**src/hdl/i2da_pkg.sv**
```systemverilog
// i2da_pkg: shared constants and types for the int64 to decimal ASCII unit.
// No dependencies; imported by the top level, its port checker and the testbench.
`default_nettype none

package i2da_pkg;

    // Input value width and the decimal digit store (BCD, 4 bits per digit)
    localparam int unsigned MAG_W      = 64;
    localparam int unsigned DIGITS     = 20;
    localparam int unsigned BCD_W      = 4 * DIGITS;
    localparam int unsigned BIT_CNT_W  = $clog2(MAG_W);
    localparam int unsigned DIG_CNT_W  = $clog2(DIGITS + 1);
    localparam int unsigned CHAR_W     = 6;

    // Character codes, truncated to the 6-bit character word
    localparam logic [CHAR_W-1:0] ASCII_ZERO  = 6'd48;
    localparam logic [CHAR_W-1:0] ASCII_MINUS = 6'd45;
    localparam logic [CHAR_W-1:0] ASCII_NINE  = 6'd57;

    // Sequencer states, one-hot
    typedef enum logic [4:0] {
        ST_IDLE = 5'b00001,
        ST_CONV = 5'b00010,
        ST_SKIP = 5'b00100,
        ST_SIGN = 5'b01000,
        ST_EMIT = 5'b10000
    } state_t;

endpackage : i2da_pkg

`default_nettype wire

```
**src/hdl/int64_to_decimal_ascii_unit.sv**
```systemverilog
// int64_to_decimal_ascii_unit: signed 64-bit integer to decimal ASCII text.
// Depends on i2da_pkg (constants, state type).
//
// Usage:
//   Command side: drive number and pulse start; the word is taken at a rising
//   edge where start is high and busy is low. busy stays high until the last
//   character of the text has been issued.
//   Result side: one character per strobe cycle, most significant first, a
//   leading '-' for negative values, no leading zeros, last_char on the final
//   character. The receiver cannot stall; every strobe cycle is one word.
// Timing:
//   Shift-add-3 conversion (one bit of the magnitude per cycle through a single
//   BCD adjust-and-shift unit), then dropping leading zero digits and finding the
//   first digit, then emitting the characters (n digits, plus '-' if negative); each
//   character shows on the ports the cycle after it is formed. The next word may
//   be started in the cycle the last character is shown.
// Reset: rst_n low clears the sequencer and the strobe; the unit is idle after.
`default_nettype none

module int64_to_decimal_ascii_unit
    import i2da_pkg::*;
(
    input  wire logic                     clk,
    input  wire logic                     rst_n,
    input  wire logic                     start,
    output logic                          busy,
    input  wire logic signed [MAG_W-1:0]  number,
    output logic                          strobe,
    output logic             [CHAR_W-1:0] ascii_char,
    output logic                          last_char
);

    state_t                 state_reg,     state_next;
    logic [MAG_W-1:0]       mag_reg,       mag_next;
    logic [BCD_W-1:0]       bcd_reg,       bcd_next;
    logic [BIT_CNT_W-1:0]   bit_cnt_reg,   bit_cnt_next;
    logic [DIG_CNT_W-1:0]   dig_cnt_reg,   dig_cnt_next;
    logic                   neg_reg,       neg_next;
    logic                   strobe_reg,    strobe_next;
    logic [CHAR_W-1:0]      char_reg,      char_next;
    logic                   last_reg,      last_next;

    logic [BCD_W-1:0]       bcd_adj;
    logic [3:0]             top_digit;
    logic                   dig_one;

    // Shared adjust unit: add 3 to every BCD digit of 5 or more
    always_comb
    begin
        for (int i = 0; i < DIGITS; i++)
        begin
            if (bcd_reg[4*i +: 4] >= 4'd5)
                bcd_adj[4*i +: 4] = bcd_reg[4*i +: 4] + 4'd3;
            else
                bcd_adj[4*i +: 4] = bcd_reg[4*i +: 4];
        end
    end

    assign top_digit = bcd_reg[BCD_W-1 -: 4];
    assign dig_one   = (dig_cnt_reg == DIG_CNT_W'(1));

    // Sequencer
    always_comb
    begin
        state_next   = state_reg;
        mag_next     = mag_reg;
        bcd_next     = bcd_reg;
        bit_cnt_next = bit_cnt_reg;
        dig_cnt_next = dig_cnt_reg;
        neg_next     = neg_reg;
        strobe_next  = 1'b0;
        char_next    = char_reg;
        last_next    = last_reg;

        case (state_reg)
            ST_IDLE:
            begin
                if (start)
                begin
                    neg_next     = number[MAG_W-1];
                    // Unsigned magnitude; the most negative value maps to 2^63
                    mag_next     = number[MAG_W-1] ? (~$unsigned(number) + MAG_W'(1))
                                                   : $unsigned(number);
                    bcd_next     = '0;
                    bit_cnt_next = '0;
                    dig_cnt_next = DIG_CNT_W'(DIGITS);
                    state_next   = ST_CONV;
                end
            end
            ST_CONV:
            begin
                bcd_next     = {bcd_adj[BCD_W-2:0], mag_reg[MAG_W-1]};
                mag_next     = {mag_reg[MAG_W-2:0], 1'b0};
                bit_cnt_next = bit_cnt_reg + BIT_CNT_W'(1);
                if (bit_cnt_reg == BIT_CNT_W'(MAG_W - 1))
                    state_next = ST_SKIP;
            end
            ST_SKIP:
            begin
                // Drop leading zero digits, keep at least one
                if (top_digit == 4'd0 && !dig_one)
                begin
                    bcd_next     = {bcd_reg[BCD_W-5:0], 4'd0};
                    dig_cnt_next = dig_cnt_reg - DIG_CNT_W'(1);
                end
                else if (neg_reg)
                    state_next = ST_SIGN;
                else
                    state_next = ST_EMIT;
            end
            ST_SIGN:
            begin
                strobe_next = 1'b1;
                char_next   = ASCII_MINUS;
                last_next   = 1'b0;
                state_next  = ST_EMIT;
            end
            ST_EMIT:
            begin
                strobe_next  = 1'b1;
                char_next    = ASCII_ZERO + {2'b00, top_digit};
                last_next    = dig_one;
                bcd_next     = {bcd_reg[BCD_W-5:0], 4'd0};
                dig_cnt_next = dig_cnt_reg - DIG_CNT_W'(1);
                if (dig_one)
                    state_next = ST_IDLE;
            end
            default:
            begin
                state_next = ST_IDLE;
            end
        endcase
    end

    // Control registers
    always_ff @(posedge clk or negedge rst_n)
    begin
        if (!rst_n)
        begin
            state_reg  <= ST_IDLE;
            strobe_reg <= 1'b0;
        end
        else
        begin
            state_reg  <= state_next;
            strobe_reg <= strobe_next;
        end
    end

    // Datapath registers
    always_ff @(posedge clk)
    begin
        mag_reg     <= mag_next;
        bcd_reg     <= bcd_next;
        bit_cnt_reg <= bit_cnt_next;
        dig_cnt_reg <= dig_cnt_next;
        neg_reg     <= neg_next;
        char_reg    <= char_next;
        last_reg    <= last_next;
    end

    assign busy       = (state_reg != ST_IDLE);
    assign strobe     = strobe_reg;
    assign ascii_char = char_reg;
    assign last_char  = last_reg;

endmodule : int64_to_decimal_ascii_unit

`default_nettype wire

```
**config.mk**
```make
export PLATFORM = sky130hd
export DESIGN_NAME = int64_to_decimal_ascii_unit
export DESIGN_NICKNAME = d
export VERILOG_FILES = /design/src/hdl/i2da_pkg.sv /design/src/hdl/int64_to_decimal_ascii_unit.sv
export SDC_FILE = /design/constraint.sdc
export NUM_CORES = 1
export LEC_CHECK = 0
export BUFFER_PORTS_ARGS = -buffer_cell sky130_fd_sc_hd__clkbuf_2
export CAP_MARGIN = 20
export CORE_MARGIN = 3
export CORE_UTILIZATION = 65
export CTS_CLUSTER_SIZE = 30
export DETAILED_ROUTE_END_ITERATION = 8
export GPL_TIMING_DRIVEN = 0
export PLACE_DENSITY = 0.85
export SYNTH_ARGS = -nofsm -noshare
export SYNTH_HDL_FRONTEND = slang
export SYNTH_SLANG_ARGS = --single-unit
```
**constraint.sdc**
```tcl
create_clock -name clk -period 16 [get_ports clk]
set_input_delay 3.2 -clock clk [delete_from_list [all_inputs] [get_ports clk]]
set_output_delay 3.2 -clock clk [all_outputs]
set_load 0.01 [all_outputs]
```
# Word-level counts from Yosys, hierarchy flattened

Index checks and enable logic that the tools add are counted.

Flip-flop bits (word level): 169
Output and inout bits: 9
Logic and storage cells: 120

Add/subtract/negate cells: 24
Order comparisons: 20
Equality and inequality tests: 13
Multiplexer cells: 40
Bitwise logic cells: 1
Reduce and logical (&&, ||, !) cells: 13

Operators by type and width:

| cell                    | count |
|---|---|
| $pmux W80 S4            | 1 |
| $mux W80                | 2 |
| $mux W64                | 2 |
| $pmux W64 S2            | 1 |
| $ge A4 B3 Y1 const B    | 20 |
| $add A4 B2 Y4 const B   | 19 |
| $mux W4                 | 19 |
| $add A64 B1 Y64 const B | 1 |
| $not A64 Y64            | 1 |
| $mux W5                 | 7 |
| $pmux W5 S5             | 1 |
| $pmux W6 S2             | 2 |
| $pmux W5 S3             | 1 |
| $eq A5 B1 Y1 const B    | 2 |
| $ne A2 B2 Y1 const B    | 5 |
| $add A5 B5 Y6 const A   | 1 |
| $add A6 B1 Y6 const B   | 1 |
| $eq A6 B6 Y1 const B    | 1 |
| $mux W6                 | 1 |
| $reduce_and A3 Y1       | 2 |
| $eq A5 B2 Y1 const B    | 1 |
| $eq A5 B3 Y1 const B    | 1 |
| $eq A5 B4 Y1 const B    | 1 |
| $eq A5 B5 Y1 const B    | 1 |
| other kinds (15)        | 17 |

# Longest topological paths before layout

Depth after elaboration: 5
Mapped depth: 9
Depth with buffers taken out: 8

# Least setup slack after synthesis

No wires, ideal clock.

Path kind: input port to flip-flop
Start: in start
End: reg bcd_reg[0] (enable)
Data arrival time: 7.579 ns
Data required time: 15.434 ns
Path slack: 7.855 ns
Stages: 3
Path through: nor2_1 or2_2 a31oi_1

Longest elaborated chain between the ends: 2

Ends and longest elaborated chain:

| what                        | RTL line                           | RTL |
|---|---|---|
| from (decl)                 | int64_to_decimal_ascii_unit.sv:25  | `input wire logic start,` |
| $ne A2 B2 Y1 (no line)      | n/a                                |  |
| $reduce_and A3 Y1 (no line) | n/a                                |  |
| to (signal assigned)        | int64_to_decimal_ascii_unit.sv:154 | `bcd_reg <= bcd_next;` |
| to (decl)                   | int64_to_decimal_ascii_unit.sv:35  | `logic [BCD_W-1:0] bcd_reg, bcd_next;` |

No other way between the ends.
A chain may end at the register's enable or synchronous reset.

# Worst setup path in the final report

Start: in number[0]
End: reg mag_reg[50] (data pin)

Longest elaborated chain between the ends: 5

Ends and longest elaborated chain:

| what                 | RTL line                           | RTL |
|---|---|---|
| from (decl)          | int64_to_decimal_ascii_unit.sv:27  | `input wire logic signed [MAG_W-1:0] number,` |
| $not A64 Y64         | int64_to_decimal_ascii_unit.sv:82  | `mag_next = number[MAG_W-1] ? (~$unsigned(number) + MAG_W'(1))` |
| $add A64 B1 Y64      | int64_to_decimal_ascii_unit.sv:82  |  |
| $mux W64             | int64_to_decimal_ascii_unit.sv:82  |  |
| $mux W64             | int64_to_decimal_ascii_unit.sv:78  | `if (start)` |
| $pmux W64 S2         | int64_to_decimal_ascii_unit.sv:75  | `case (state_reg)` |
| via mag_next[50]     | int64_to_decimal_ascii_unit.sv:34  | `logic [MAG_W-1:0] mag_reg, mag_next;` |
| to (signal assigned) | int64_to_decimal_ascii_unit.sv:153 | `mag_reg <= mag_next;` |
| to (decl)            | int64_to_decimal_ascii_unit.sv:34  |  |

The timed path passes the listed nets, and every way through them passes these cells. The select of a mux whose other input is x is not followed.

==> impl_metrics.toml <==
[critical_path]
slowest_delay_ns = 0.54
arrival_ns = 5.54
r2r_slack_ns = 12.59
ff2ff_path_depth = 8
worst_ep_required_time_ns = 16.16
cp-start-kind = "input port"
criticalPathCategory = "input port to flip-flop"
path_max_fanout = 5
crit_chain = "clkbuf_2 -> inv_1 -> ha_1 -> or3b_2 -> nor3_1 -> nand4_1 -> o21ai_0 -> xor2_1 -> a21oi_1"
crit_buf_inv = 2
cp.depth = 9
cp_top_family = "simple AND/OR/NAND/NOR gates"
end_kind = "flip-flop"
slowest_stage = "or3b_2"

[die]
dieArea_um2 = 17670
dieWidth_um = 132.9
num_io_pins = 76
design.core.area_um2 = 15480
fp.dieH_um = 132.9
num_rows = 45
start_util_pct = 67.62

[timing]
finClkSkew_ns = 0.009437
rsz0062_at_grt = "no"
drv_slew = 0
fmax_mhz = 185.8
fin_crit_ns = 5.382
period_share_pct = 33.64
setup-violations-final = 0
slew_headroom_pct = 37.82
fin_setup_tns_ns = 0
hold_viol = 0
worst_pin_slew_ns = 0.9327
holdWs_ns = 0.5268

[global_route]
antenna_found_initial = 0
grt_pass1_wl_um = 42840
grt_pass1_vias = 8549
gr-usage-all-layers_pct = 30.22
grt_max_degree = 71
grt-ovfl-total = 0

[detailed_routing]
ant_nets = 0
route.detailed.drc = 0
drt_wl_total_um = 26680
drtIter0Drc = 883
via_per_inst = 6.403
vias = 8836
routedWlPerCell_um = 19.33
dr.pass1.iters = 5

[clock_tree]
htree_levels = 4
numCtsBuffers = 17
post_cts_resized = 0
root_buffer = "clkbuf_16"
cts_tree = "yes"
cts_buffer_depth = 2
cts_sinks = 168
ctsHoldBuffers = 0
insertion_delay_ns = 0.43
clk_pin_slew_ns = 0.06
post-cts-setup-buffer-count = 0

[yosys]
ys_warn_count = 0
netlist_area_um2 = 10470
synthCells = 1061
yosysSeqAreaShare_pct = 47.91
synth-async-reset-ratio_pct = 3.571
syn_area_per_cell_um2 = 9.868
synth_fp_nets = 1173
synth_flop_cell = "edfxtp_1"
ys_ff_latch = 168
synth-edff-count = 162
synth.distinct_cells = 59

[power_and_ir_drop]
combPwrFrac_pct = 40.5
seq_power_share_pct = 40.7
total_power_mw = 2.308
powerDensity_nw_per_um2 = 195.5
peakVddDrop_mv = 0.1097
p_switching_mw = 0.9222
p_leak_nw = 4.205
internal_power_mw = 1.386
swShare_pct = 39.95
power_frac_clock_pct = 18.8

[final_layout]
final_area_um2 = 11810
final_cell_mix = "edfxtp_1 (162), o21ai_0 (115), nand2_1 (103)"
layout.nets = 1269
num_antenna_cells = 0
fin_util_pct = 76.27
drive_above_1_share_pct = 12.66
largest_register_ffs = 80
syn2layout_area_growth_pct = 12.79
final_common_cell = "edfxtp_1"

[placed_design]
placed_cell_area_um2 = 11200
port_buffers = 74
hpwl_um = 17710
gp_congestion = 0.9093

[run]
cap_violations = 0

[status]
outcome = "finished, final reports clean"

[hold_path]
hold_depth = 2
worstHoldPathType = "flip-flop to flip-flop"
-- power groups by stage --
stage          Clock [mW]  Sequential (mW)  Combinational (mW)
2_1_floorplan           0            0.930               0.638
3_3_place_gp            0            0.981               0.808
3_5_place_dp            0            0.937               0.906
4_1_cts             0.434            0.935               0.925
5_1_grt             0.453            0.966                1.04
6_report            0.435            0.939               0.934
-- area by class of cell --
class	count	area [um2]
fillers	1020	3675
clock buffers	19	432.9
multi-input cells	793	5086
well taps	211	264.0
clock inverters	12	173.9
plain buffers	48	195.2
flip-flops and latches	168	5016
repair buffers	77	445.4
inverters	52	195.2
-- kinds of logic (layout without fill, tap and decap cells) --
logic type	count (synthesis)	after routing	synth area share, %
flops	168	168	47.91
compound gates	313	313	18.12
buf+inv	100	208	3.728
simple gates	339	339	16.85
xor+xnor	93	93	7.780
fa+ha+maj	45	45	5.378
other cells	1	1	0.03582
mux	2	2	0.2032
-- tightest hold or removal path: stages (launching register included) --
cell and delay [ns]:
edfxtp_1 0.32, nand2_1 0.04, o21ai_0 0.06
-- cells in the mapped netlist (4+ instances only) --
cell type    n  share of area (%)
nor3_1      14               0.67
nor4_1       8               0.48
nor4b_1      5               0.42
xnor2_1     31                2.6
o31ai_1     20                1.4
a22oi_1      7               0.50
buf_1        4               0.14
a31oi_1      5               0.30
nor2_1      83                3.0
o31ai_2     10                1.2
xor2_1      62                5.2
inv_1       52                1.9
edfxtp_1   162                 46
or2_2        8               0.48
clkbuf_1    41                1.5
o22ai_1     23                1.4
nand4_1      4               0.24
o41ai_2      7                1.1
ha_1        45                5.4
dfrtp_1      5                1.2
nor2b_1      6               0.36
o21ai_0    115                5.5
nand2b_1    21                1.3
a21oi_1     98                4.7
nor3b_1     30                2.2
or3_1       10               0.60
nand2_1    104                3.7
o21ai_1     11               0.53
nand3_1     13               0.62
o32ai_1      6               0.50
or4_1       11               0.79
-- layer usage --
metal / share of wire [%] / track usage (%)
met4: 3.7 / 13.57
met2: 49 / 51.27
met1: 39 / 38.07
met5: 0 / 0
met3: 8.6 / 5.095
-- through the flow --
stage | setup WS (ns) | std cells
after floorplan | 7.855 | 1061
after global placement | 6.088 | 1346
after detailed placement | 10.25 | 1349
after CTS | 10.66 | 1380
after global routing | 10.49 | 1380
final | 10.62 | 1380
-- final timing paths --
check | from | end
max reg2reg | state_reg[3]$_DFFE_PN0P_ | bcd_reg[54]$_DFFE_PP_
max | number[0] | mag_reg[50]$_DFFE_PP_
max in group asynchronous | rst_n | state_reg[0]$_DFFE_PN1P_
min reg2reg | mag_reg[29]$_DFFE_PP_ | mag_reg[30]$_DFFE_PP_
min | mag_reg[29]$_DFFE_PP_ | mag_reg[30]$_DFFE_PP_
min in group asynchronous | rst_n | strobe$_DFF_PN0_
No activity file was read; power rests on OpenSTA's default activity.
